[src/rtl/core/jsu_pkg.sv]
`default_nettype none
package jsu_pkg;

   localparam int LENGTH_BITS_DEFAULT = 32;
   localparam int REPORT_LEN_BITS     = 32;
   localparam int QUEUE_DEPTH         = 2;

   // what one queue entry asks the back end to send
   localparam logic [1:0] ENT_BYTES = 2'd0;
   localparam logic [1:0] ENT_DONE  = 2'd1;
   localparam logic [1:0] ENT_ERROR = 2'd2;

   typedef struct packed {
      logic [1:0]                 code;
      logic [1:0]                 count_m1;
      logic [3:0][7:0]            bytes;
      logic [REPORT_LEN_BITS-1:0] length;
      logic                       key;
   } entry_type;

   typedef struct packed {
      logic [1:0]      count_m1;
      logic [3:0][7:0] bytes;
   } utf8_type;

   // {ok, value}
   function automatic logic [4:0] decode_hex_char(input logic [7:0] c);
      logic [4:0] r;
      r = 5'd0;
      if (c >= 8'h30 && c <= 8'h39) begin
         r = {1'b1, 4'(c - 8'h30)};
      end else if (c >= 8'h61 && c <= 8'h66) begin
         r = {1'b1, 4'(c - 8'h57)};
      end else if (c >= 8'h41 && c <= 8'h46) begin
         r = {1'b1, 4'(c - 8'h37)};
      end
      return r;
   endfunction

   function automatic utf8_type encode_code_point(input logic [20:0] cp);
      utf8_type r;
      r = '0;
      if (cp[20:7] == '0) begin
         r.count_m1 = 2'd0;
         r.bytes[0] = {1'b0, cp[6:0]};
      end else if (cp[20:11] == '0) begin
         r.count_m1 = 2'd1;
         r.bytes[0] = {3'b110, cp[10:6]};
         r.bytes[1] = {2'b10, cp[5:0]};
      end else if (cp[20:16] == '0) begin
         r.count_m1 = 2'd2;
         r.bytes[0] = {4'b1110, cp[15:12]};
         r.bytes[1] = {2'b10, cp[11:6]};
         r.bytes[2] = {2'b10, cp[5:0]};
      end else begin
         r.count_m1 = 2'd3;
         r.bytes[0] = {5'b11110, cp[20:18]};
         r.bytes[1] = {2'b10, cp[17:12]};
         r.bytes[2] = {2'b10, cp[11:6]};
         r.bytes[3] = {2'b10, cp[5:0]};
      end
      return r;
   endfunction

endpackage
`default_nettype wire

[src/rtl/core/jsu_front.sv]
`default_nettype none
module jsu_front #(
   parameter int LENGTH_BITS = jsu_pkg::LENGTH_BITS_DEFAULT
) (
   input  wire logic                clock,
   input  wire logic                reset,
   input  wire logic                in_valid,
   input  wire logic [7:0]          in_byte,
   input  wire logic                in_end,
   input  wire logic                in_kind,
   output jsu_pkg::entry_type       push_entry,
   output logic                     push_valid
);
   import jsu_pkg::*;

   localparam logic [2:0] PH_IDLE    = 3'd0;
   localparam logic [2:0] PH_BODY    = 3'd1;
   localparam logic [2:0] PH_ESC     = 3'd2;
   localparam logic [2:0] PH_HEX1    = 3'd3;
   localparam logic [2:0] PH_WAIT_BS = 3'd4;
   localparam logic [2:0] PH_WAIT_U  = 3'd5;
   localparam logic [2:0] PH_HEX2    = 3'd6;

   localparam logic [7:0] CH_QUOTE  = 8'h22;
   localparam logic [7:0] CH_BSLASH = 8'h5C;
   localparam logic [7:0] CH_SLASH  = 8'h2F;
   localparam logic [7:0] CH_B      = 8'h62;
   localparam logic [7:0] CH_F      = 8'h66;
   localparam logic [7:0] CH_N      = 8'h6E;
   localparam logic [7:0] CH_R      = 8'h72;
   localparam logic [7:0] CH_T      = 8'h74;
   localparam logic [7:0] CH_U      = 8'h75;
   localparam logic [7:0] CH_SPACE  = 8'h20;

   logic [2:0]             phase_ff, phase_in;
   logic [15:0]            hex_accum_ff, hex_accum_in;
   logic [1:0]             hex_count_ff, hex_count_in;
   logic [9:0]             high_sur_ff, high_sur_in;
   logic [LENGTH_BITS-1:0] length_ff, length_in;
   logic                   kind_ff, kind_in;

   logic [4:0]             hex;
   logic [15:0]            acc_next;
   logic [10:0]            plane;
   utf8_type               enc;
   logic [LENGTH_BITS:0]   len_sum;

   assign hex      = decode_hex_char(in_byte);
   assign acc_next = {hex_accum_ff[11:0], hex[3:0]};
   // supplementary plane: 0x10000 + (high << 10) + low bits
   assign plane    = {1'b0, high_sur_ff} + 11'h040;
   assign enc      = encode_code_point((phase_ff == PH_HEX2) ? {plane[10:0], acc_next[9:0]}
                                                             : {5'd0, acc_next});

   always_comb begin
      phase_in     = phase_ff;
      hex_accum_in = hex_accum_ff;
      hex_count_in = hex_count_ff;
      high_sur_in  = high_sur_ff;
      length_in    = length_ff;
      kind_in      = kind_ff;
      push_valid   = 1'b0;
      push_entry   = '0;
      len_sum      = '0;

      if (in_valid) begin
         if (in_end) begin
            push_valid      = 1'b1;
            push_entry.code = ENT_ERROR;
         end else begin
            unique case (phase_ff) inside
               PH_IDLE: begin
                  if (in_byte == CH_QUOTE) begin
                     kind_in   = in_kind;
                     length_in = '0;
                     phase_in  = PH_BODY;
                  end else begin
                     push_valid      = 1'b1;
                     push_entry.code = ENT_ERROR;
                  end
               end
               PH_BODY: begin
                  if (in_byte == CH_QUOTE) begin
                     push_valid        = 1'b1;
                     push_entry.code   = ENT_DONE;
                     push_entry.length = REPORT_LEN_BITS'(length_ff);
                     push_entry.key    = kind_ff;
                     phase_in          = PH_IDLE;
                  end else if (in_byte == CH_BSLASH) begin
                     phase_in = PH_ESC;
                  end else if (in_byte < CH_SPACE) begin
                     push_valid      = 1'b1;
                     push_entry.code = ENT_ERROR;
                  end else begin
                     push_valid          = 1'b1;
                     push_entry.code     = ENT_BYTES;
                     push_entry.bytes[0] = in_byte;
                  end
               end
               PH_ESC: begin
                  push_valid      = 1'b1;
                  push_entry.code = ENT_BYTES;
                  unique case (in_byte) inside
                     CH_QUOTE, CH_BSLASH, CH_SLASH: push_entry.bytes[0] = in_byte;
                     CH_B: push_entry.bytes[0] = 8'h08;
                     CH_F: push_entry.bytes[0] = 8'h0C;
                     CH_N: push_entry.bytes[0] = 8'h0A;
                     CH_R: push_entry.bytes[0] = 8'h0D;
                     CH_T: push_entry.bytes[0] = 8'h09;
                     CH_U: begin
                        push_valid   = 1'b0;
                        hex_accum_in = '0;
                        hex_count_in = '0;
                        phase_in     = PH_HEX1;
                     end
                     default: push_entry.code = ENT_ERROR;
                  endcase
               end
               PH_HEX1, PH_HEX2: begin
                  if (!hex[4]) begin
                     push_valid      = 1'b1;
                     push_entry.code = ENT_ERROR;
                  end else if (hex_count_ff != 2'd3) begin
                     hex_accum_in = acc_next;
                     hex_count_in = hex_count_ff + 2'd1;
                  end else begin
                     hex_accum_in = acc_next;
                     hex_count_in = '0;
                     if (phase_ff == PH_HEX1 && acc_next[15:10] == 6'b110110) begin
                        high_sur_in = acc_next[9:0];
                        phase_in    = PH_WAIT_BS;
                     end else if ((phase_ff == PH_HEX1) == (acc_next[15:10] == 6'b110111)) begin
                        // lone low surrogate, or a pair whose second half is not low
                        push_valid      = 1'b1;
                        push_entry.code = ENT_ERROR;
                     end else begin
                        push_valid          = 1'b1;
                        push_entry.code     = ENT_BYTES;
                        push_entry.count_m1 = enc.count_m1;
                        push_entry.bytes    = enc.bytes;
                     end
                  end
               end
               PH_WAIT_BS: begin
                  if (in_byte == CH_BSLASH) begin
                     phase_in = PH_WAIT_U;
                  end else begin
                     push_valid      = 1'b1;
                     push_entry.code = ENT_ERROR;
                  end
               end
               PH_WAIT_U: begin
                  if (in_byte == CH_U) begin
                     hex_accum_in = '0;
                     hex_count_in = '0;
                     phase_in     = PH_HEX2;
                  end else begin
                     push_valid      = 1'b1;
                     push_entry.code = ENT_ERROR;
                  end
               end
               default: begin
                  push_valid      = 1'b1;
                  push_entry.code = ENT_ERROR;
               end
            endcase
         end

         if (push_valid && push_entry.code == ENT_BYTES) begin
            len_sum   = {1'b0, length_ff}
                      + (LENGTH_BITS+1)'({1'b0, push_entry.count_m1} + 3'd1);
            phase_in  = PH_BODY;
            length_in = len_sum[LENGTH_BITS] ? '1 : len_sum[LENGTH_BITS-1:0];
         end else if (push_valid && push_entry.code == ENT_ERROR) begin
            phase_in     = PH_IDLE;
            hex_accum_in = '0;
            hex_count_in = '0;
            high_sur_in  = '0;
         end
      end
   end

   always_ff @(posedge clock) begin
      if (reset) begin
         phase_ff     <= PH_IDLE;
         hex_accum_ff <= '0;
         hex_count_ff <= '0;
         high_sur_ff  <= '0;
         length_ff    <= '0;
         kind_ff      <= 1'b0;
      end else begin
         phase_ff     <= phase_in;
         hex_accum_ff <= hex_accum_in;
         hex_count_ff <= hex_count_in;
         high_sur_ff  <= high_sur_in;
         length_ff    <= length_in;
         kind_ff      <= kind_in;
      end
   end

endmodule
`default_nettype wire

[src/rtl/core/jsu_queue.sv]
`default_nettype none
module jsu_queue (
   input  wire logic               clock,
   input  wire logic               reset,
   input  wire logic               push,
   input  jsu_pkg::entry_type      push_entry,
   output logic                    full,
   output logic                    head_valid,
   output jsu_pkg::entry_type      head_entry,
   input  wire logic               pop
);
   import jsu_pkg::*;

   localparam int PTR_BITS = (QUEUE_DEPTH > 1) ? $clog2(QUEUE_DEPTH) : 1;
   localparam int CNT_BITS = $clog2(QUEUE_DEPTH + 1);

   entry_type             slots_ff [QUEUE_DEPTH];
   logic [PTR_BITS-1:0]   wr_ptr_ff, wr_ptr_in;
   logic [PTR_BITS-1:0]   rd_ptr_ff, rd_ptr_in;
   logic [CNT_BITS-1:0]   count_ff, count_in;
   logic                  do_push, do_pop;

   assign full       = (count_ff == CNT_BITS'(QUEUE_DEPTH));
   assign head_valid = (count_ff != '0);
   assign head_entry = slots_ff[rd_ptr_ff];
   assign do_push    = push && !full;
   assign do_pop     = pop && head_valid;

   always_comb begin
      wr_ptr_in = wr_ptr_ff;
      rd_ptr_in = rd_ptr_ff;
      count_in  = count_ff;
      if (do_push) begin
         wr_ptr_in = (wr_ptr_ff == PTR_BITS'(QUEUE_DEPTH - 1)) ? '0 : wr_ptr_ff + 1'b1;
      end
      if (do_pop) begin
         rd_ptr_in = (rd_ptr_ff == PTR_BITS'(QUEUE_DEPTH - 1)) ? '0 : rd_ptr_ff + 1'b1;
      end
      if (do_push && !do_pop) begin
         count_in = count_ff + 1'b1;
      end else if (do_pop && !do_push) begin
         count_in = count_ff - 1'b1;
      end
   end

   always_ff @(posedge clock) begin
      if (reset) begin
         wr_ptr_ff <= '0;
         rd_ptr_ff <= '0;
         count_ff  <= '0;
      end else begin
         wr_ptr_ff <= wr_ptr_in;
         rd_ptr_ff <= rd_ptr_in;
         count_ff  <= count_in;
      end
   end

   always_ff @(posedge clock) begin
      if (do_push) begin
         slots_ff[wr_ptr_ff] <= push_entry;
      end
   end

endmodule
`default_nettype wire

[src/rtl/core/jsu_back.sv]
`default_nettype none
module jsu_back (
   input  wire logic               clock,
   input  wire logic               reset,
   input  wire logic               head_valid,
   input  jsu_pkg::entry_type      head_entry,
   output logic                    pop,
   output logic                    rsp_tvalid,
   input  wire logic               rsp_tready,
   output logic [39:0]             rsp_tdata,
   output logic [3:0]              rsp_tuser,
   output logic                    rsp_tlast
);
   import jsu_pkg::*;

   logic [1:0]  idx_ff, idx_in;
   logic        valid_ff, valid_in;
   logic [39:0] data_ff;
   logic [3:0]  user_ff;
   logic        last_ff;
   logic        load;
   logic        is_last;
   logic        is_bytes, is_done;

   assign load     = head_valid && (!valid_ff || rsp_tready);
   assign is_last  = (idx_ff == head_entry.count_m1);
   assign pop      = load && is_last;
   assign is_bytes = (head_entry.code == ENT_BYTES);
   assign is_done  = (head_entry.code == ENT_DONE);

   always_comb begin
      idx_in   = idx_ff;
      valid_in = valid_ff;
      if (rsp_tready) begin
         valid_in = 1'b0;
      end
      if (load) begin
         valid_in = 1'b1;
         idx_in   = is_last ? 2'd0 : idx_ff + 2'd1;
      end
   end

   always_ff @(posedge clock) begin
      if (reset) begin
         idx_ff   <= '0;
         valid_ff <= 1'b0;
      end else begin
         idx_ff   <= idx_in;
         valid_ff <= valid_in;
      end
   end

   always_ff @(posedge clock) begin
      if (load) begin
         data_ff <= {is_done ? head_entry.length : '0,
                     is_bytes ? head_entry.bytes[idx_ff] : 8'd0};
         user_ff <= {head_entry.code == ENT_ERROR, is_done && head_entry.key,
                     is_done, is_bytes};
         last_ff <= is_last;
      end
   end

   assign rsp_tvalid = valid_ff;
   assign rsp_tdata  = data_ff;
   assign rsp_tuser  = user_ff;
   assign rsp_tlast  = last_ff;

endmodule
`default_nettype wire

[src/rtl/core/json_string_unescape_utf8_unit.sv]
// JSON string unescaper: takes the source text of one quoted string a byte per transfer,
// opening quote first, and sends the decoded UTF-8 bytes, then one result with the decoded
// length and string kind at the closing quote, or one parse error result that returns the
// block to idle. An input byte is taken whenever the two-entry queue has room; a front
// parser classifies it and queues at most one entry, and a back end sends that entry's
// results one per cycle while the result side accepts them, through the queue slot and
// then an output register. Most bytes cause one result, so the sustained rate is one byte
// per cycle; a \u escape that gives k result bytes (up to four) sends them one per cycle
// and can hold the input meanwhile, and it always follows at least five bytes that send
// nothing. The input also waits while the result side stalls and the queue is full.
`default_nettype none
module json_string_unescape_utf8_unit #(
   parameter int LENGTH_BITS = jsu_pkg::LENGTH_BITS_DEFAULT
) (
   input  wire logic        clock,
   input  wire logic        reset,
   input  wire logic        req_tvalid,
   output logic             req_tready,
   input  wire logic [7:0]  req_tdata,   // text_byte
   input  wire logic        req_tlast,   // text_end
   input  wire logic        req_tuser,   // string_kind
   output logic             rsp_tvalid,
   input  wire logic        rsp_tready,
   output logic [39:0]      rsp_tdata,   // out_byte[7:0], decoded_length[39:8]
   output logic [3:0]       rsp_tuser,   // byte_valid, string_done, kind_out, parse_error
   output logic             rsp_tlast    // last
);
   import jsu_pkg::*;

   entry_type push_entry, head_entry;
   logic      push_valid, full, head_valid, pop;

   assign req_tready = !full;

   jsu_front #(
      .LENGTH_BITS(LENGTH_BITS)
   ) u_front (
      .clock      (clock),
      .reset      (reset),
      .in_valid   (req_tvalid && !full),
      .in_byte    (req_tdata),
      .in_end     (req_tlast),
      .in_kind    (req_tuser),
      .push_entry (push_entry),
      .push_valid (push_valid)
   );

   jsu_queue u_queue (
      .clock      (clock),
      .reset      (reset),
      .push       (push_valid),
      .push_entry (push_entry),
      .full       (full),
      .head_valid (head_valid),
      .head_entry (head_entry),
      .pop        (pop)
   );

   jsu_back u_back (
      .clock      (clock),
      .reset      (reset),
      .head_valid (head_valid),
      .head_entry (head_entry),
      .pop        (pop),
      .rsp_tvalid (rsp_tvalid),
      .rsp_tready (rsp_tready),
      .rsp_tdata  (rsp_tdata),
      .rsp_tuser  (rsp_tuser),
      .rsp_tlast  (rsp_tlast)
   );

endmodule
`default_nettype wire
[config.mk]
export PLATFORM = sky130hd
export DESIGN_NAME = json_string_unescape_utf8_unit
export DESIGN_NICKNAME = d
export VERILOG_FILES = /design/src/rtl/core/jsu_pkg.sv /design/src/rtl/core/jsu_front.sv /design/src/rtl/core/jsu_queue.sv /design/src/rtl/core/jsu_back.sv /design/src/rtl/core/json_string_unescape_utf8_unit.sv
export SDC_FILE = /design/constraint.sdc
export NUM_CORES = 1
export LEC_CHECK = 0
export BUFFER_PORTS_ARGS = -buffer_cell sky130_fd_sc_hd__buf_2
export CAP_MARGIN = 20
export CELL_PAD_IN_SITES_DETAIL_PLACEMENT = 1
export CELL_PAD_IN_SITES_GLOBAL_PLACEMENT = 2
export CORE_UTILIZATION = 39
export DETAILED_ROUTE_END_ITERATION = 12
export PLACE_DENSITY = 0.77
export SLEW_MARGIN = 20
export SYNTH_ARGS = -nofsm -noshare
export SYNTH_HDL_FRONTEND = slang
export SYNTH_HIERARCHICAL = 1
export SYNTH_SLANG_ARGS = --single-unit
[constraint.sdc]
create_clock -name clock -period 4.6 [get_ports clock]
set_clock_uncertainty 0.1 [all_clocks]
set_input_delay 1.15 -clock clock [delete_from_list [all_inputs] [get_ports clock]]
set_output_delay 1.15 -clock clock [all_outputs]
set_load 0.005 [all_outputs]
==> flow_summary.json <==
{
  "synth_edf_count": 183,
  "hold_path.class": "flip-flop to flip-flop",
  "ys_top_cells_by_count": "183 x edfxtp_1, 75 x and2_1, 68 x dfxtp_1",
  "place_hpwl_um": 20980,
  "synthMostInstantiatedCell": "edfxtp_1",
  "path_buf_inv": 5,
  "cts.reportedPaths.clkPinSlew_ps": 60,
  "wl_met2_um": 13750,
  "cp-startpoint": "req_tdata[1]",
  "setup_violations": 0,
  "synth_xor_area_share_pct": 0.7223,
  "grt_pass1_wl_um": 48150,
  "max_cap_viol_count": 0,
  "p_per_area_nw_per_um2": 444.5,
  "crit_type": "input port to flip-flop",
  "synth_largest_area_cell": "edfxtp_1",
  "cts_root_buf": "clkbuf_16",
  "cts_resized": 0,
  "h-tree-depth": 1,
  "drc": 0,
  "n_antenna_cell": 0,
  "cp_top_family": "compound AO/OA/AOI/OAI gates",
  "fillers": 3206,
  "finalSetupTns_ps": 0,
  "hold_end": "u_front/high_sur_ff[5]",
  "nNetsFinal": 1117,
  "utilization_pct": 46.04,
  "layout_min_cycle_time_ps": 4215,
  "total_power_mw": 6.260,
  "crit_chain": "buf_2 -> inv_1 -> ha_2 -> o21bai_2 -> a2111oi_4 -> nor2_2 -> or3_4 -> buf_4 -> nor3_2 -> ha_1 -> nor2b_1 -> o2111ai_1 -> buf_4 -> nor2_1 -> buf_4 -> nand3_1 -> o41a_1 -> a211oi_1 -> a21o_1",
  "num_rows": 64,
  "cts_setup_buffers": 0,
  "numCtsBuffers": 26,
  "ios": 61,
  "cts_sinks": 251,
  "r2r-start": "u_front/phase_ff[0]",
  "rsz0062_at_grt": "false",
  "whs_path_depth": 1,
  "num_vias": 8339,
  "startpoint_type": "input port",
  "track_usage_pct": 19.35,
  "status": "finished, final reports clean",
  "m1WireLength_um": 15240,
  "hold_buffers": 0,
  "clk_path_buf_depth": 3,
  "initial_core_util_pct": 39.64,
  "grt_antenna_before_repair": 0,
  "max_freq_mhz": 237.3,
  "synth_area_leaders": "edfxtp_1 45%, dfxtp_1 11%, mux2_2 5.7%",
  "crit_arrival_ps": 4600,
  "slew_violations": 0,
  "hold_start": "u_front/high_sur_ff[5]",
  "hold_viol_final": 0,
  "yosys.area_share.simple_pct": 16.26,
  "end_kind": "flip-flop",
  "routabilityCongestion": 0.7986,
  "grt_pass1_vias": 8474,
  "r2r-end": "u_front/length_ff[13]",
  "wirelength_um": 30470,
  "worst_pin_slew_ps": 1011,
  "synth_adder_area_share_pct": 1.197,
  "synth_compound_area_share_pct": 12.69,
  "routed_via_density": 5.530,
  "slowest_delay_ps": 440,
  "reg2reg_slack_ps": 660,
  "synth_top_family_by_area": "simple AND/OR/NAND/NOR gates",
  "grt_start_max_net_pins": 48,
  "die_y_um": 178.3,
  "cp_common_cell": "buf_4",
  "layout-drive-gt1-share_pct": 25.72,
  "area_delta_synth_final_pct": 16.15,
  "synth_warnings": 6,
  "synth-main-ff-cell": "edfxtp_1",
  "vdd_drop_max_mv": 0.2282,
  "post-route-period-util_pct": 91.63,
  "syn_inst": 993,
  "clock_latency_ps": 540,
  "synth_mux_area_share_pct": 9.473,
  "netlist_area_um2": 12130,
  "cp_data_required_time_ps": 4990,
  "dieArea_um2": 31800,
  "dr.pass1.iters": 5,
  "avgSynthCellArea_um2": 12.21,
  "route.top_layer_used": "met4",
  "grt_overflow_total": 0,
  "critPathSlowestCell": "o41a_1",
  "crit_fanout": 4,
  "relSlewSlack_pct": 32.00,
  "detail-route-antenna-nets": 0,
  "wl_per_cell_um": 20.20,
  "synth_top_area_share_pct": 45.32,
  "async_reset_ff_share_pct": 0,
  "io_buffers": 60,
  "ys_ff_latch": 251,
  "first_iter_violations": 546,
  "die_width_um": 178.3,
  "core-area_um2": 30590,
  "met3_length_um": 1078,
  "yosysSeqAreaShare_pct": 56.55,
  "synthDistinctLibCells": 94,
  "r2r_cells": 19,
  "p_leak_nw": 5.195,
  "cts_tree": "done"
}
area by class of cell:
class	count	area (um2)	share of cell area, %
flip-flops and latches	251	6860	48.71
multi-input cells	667	4955	35.18
repair buffers	126	833.3	5.917
clock buffers	32	704.4	5.002
well taps	396	495.5	3.518
clock inverters	16	156.4	1.111
inverters	20	78.83	0.5597
report_power, final:
group / internal [mW] / leakage, nW / switching (mW)
combinational: 0.488 / 2.45 / 0.584
sequential: 2.92 / 2.32 / 0.152
clock: 1.25 / 0.425 / 0.865
placed cells by master (no fill, tap or decap), drive strengths merged, types with 4 or more instances in the layout:
cell	netlist	routed
mux4	8	8
a211oi	20	20
a22oi	4	4
o21a	8	8
a21oi	30	30
and3	15	15
a311oi	7	7
mux2i	12	12
edfxtp	183	183
nand4	8	8
nand3	26	26
inv	20	20
o21ai	34	34
nor2	53	53
a22o	27	27
nand2	58	58
o31ai	5	5
or2	9	9
buf	32	126
nand2b	9	9
a211o	4	4
nor2b	14	14
nand3b	5	5
dfxtp	68	68
and2	76	76
or4	4	4
nor4	14	14
nor4b	4	4
nor3b	4	4
a21o	19	19
clkbuf	25	32
xor2	8	8
or3	15	15
nor3	20	20
clkinv	0	11
ha	10	10
mux2	71	71
metrics by stage:
stage	hold WS [ps]	instances	setup slack (ps)	cell area [um2]
2_1_floorplan	345.0	995	-13.91	12190
3_3_place_gp	360.6	1460	-86.59	13220
3_5_place_dp	368.6	1460	-171.6	13220
4_1_cts	387.2	1508	375.3	14080
5_1_grt	410.1	1508	153.8	14080
6_report	386.3	1508	385.1	14080
flip-flops by register name, summed over array words and instances, names as in the netlist, named ones only:
name / count
u_back/idx_ff: 2
u_queue/wr_ptr_ff: 1
u_queue/slots_ff: 138
u_front/phase_ff: 3
u_front/high_sur_ff: 10
u_front/hex_accum_ff: 12
u_front/kind_ff: 1
u_queue/rd_ptr_ff: 1
u_back/rsp_tdata: 40
u_front/hex_count_ff: 2
u_queue/count_ff: 2
u_back/rsp_tuser: 4
u_back/rsp_tvalid: 1
u_front/length_ff: 32
u_back/rsp_tlast: 1
worst register-to-register path, delay by kind of cell (launching register included):
kind                       cells  cell delay (ps)
AOI/OAI and AO/OA              2              330
adders and majority gates      2              510
buffers and inverters          5              790
DFF                            1              320
muxes                          1              460
and+or+nand+nor                9             1330
metal layers:
layer,track usage [%],vias up
met4,4.025,0
met1,28.52,4213
met5,0,-
li1,-,3960
met3,2.131,24
met2,30.56,142
cell families (layout without fill, tap and decap cells):
group,Yosys count,after routing
buffers and inverters,77,194
other,1,3
and+or+nand+nor,348,348
AOI/OAI and AO/OA,204,204
adders and majority gates,11,11
muxes,91,91
xor gates and xnor gates,10,10
DFF,251,251
how the worst max path moves through the flow:
| stage | endpoint | slack (ps) | cells after the start |
|---|---|---|---|
| after floorplan | u_front/length_ff[17] | -10 | 18 |
| after detailed placement | u_front/length_ff[17] | -170 | 19 |
| final | u_front/length_ff[17] | 390 | 19 |
| after CTS | u_front/length_ff[17] | 380 | 19 |
| after global placement | u_front/length_ff[29] | -90 | 18 |
| after global routing | u_front/length_ff[19] | 150 | 18 |
Power figures use the tool's default switching activity.
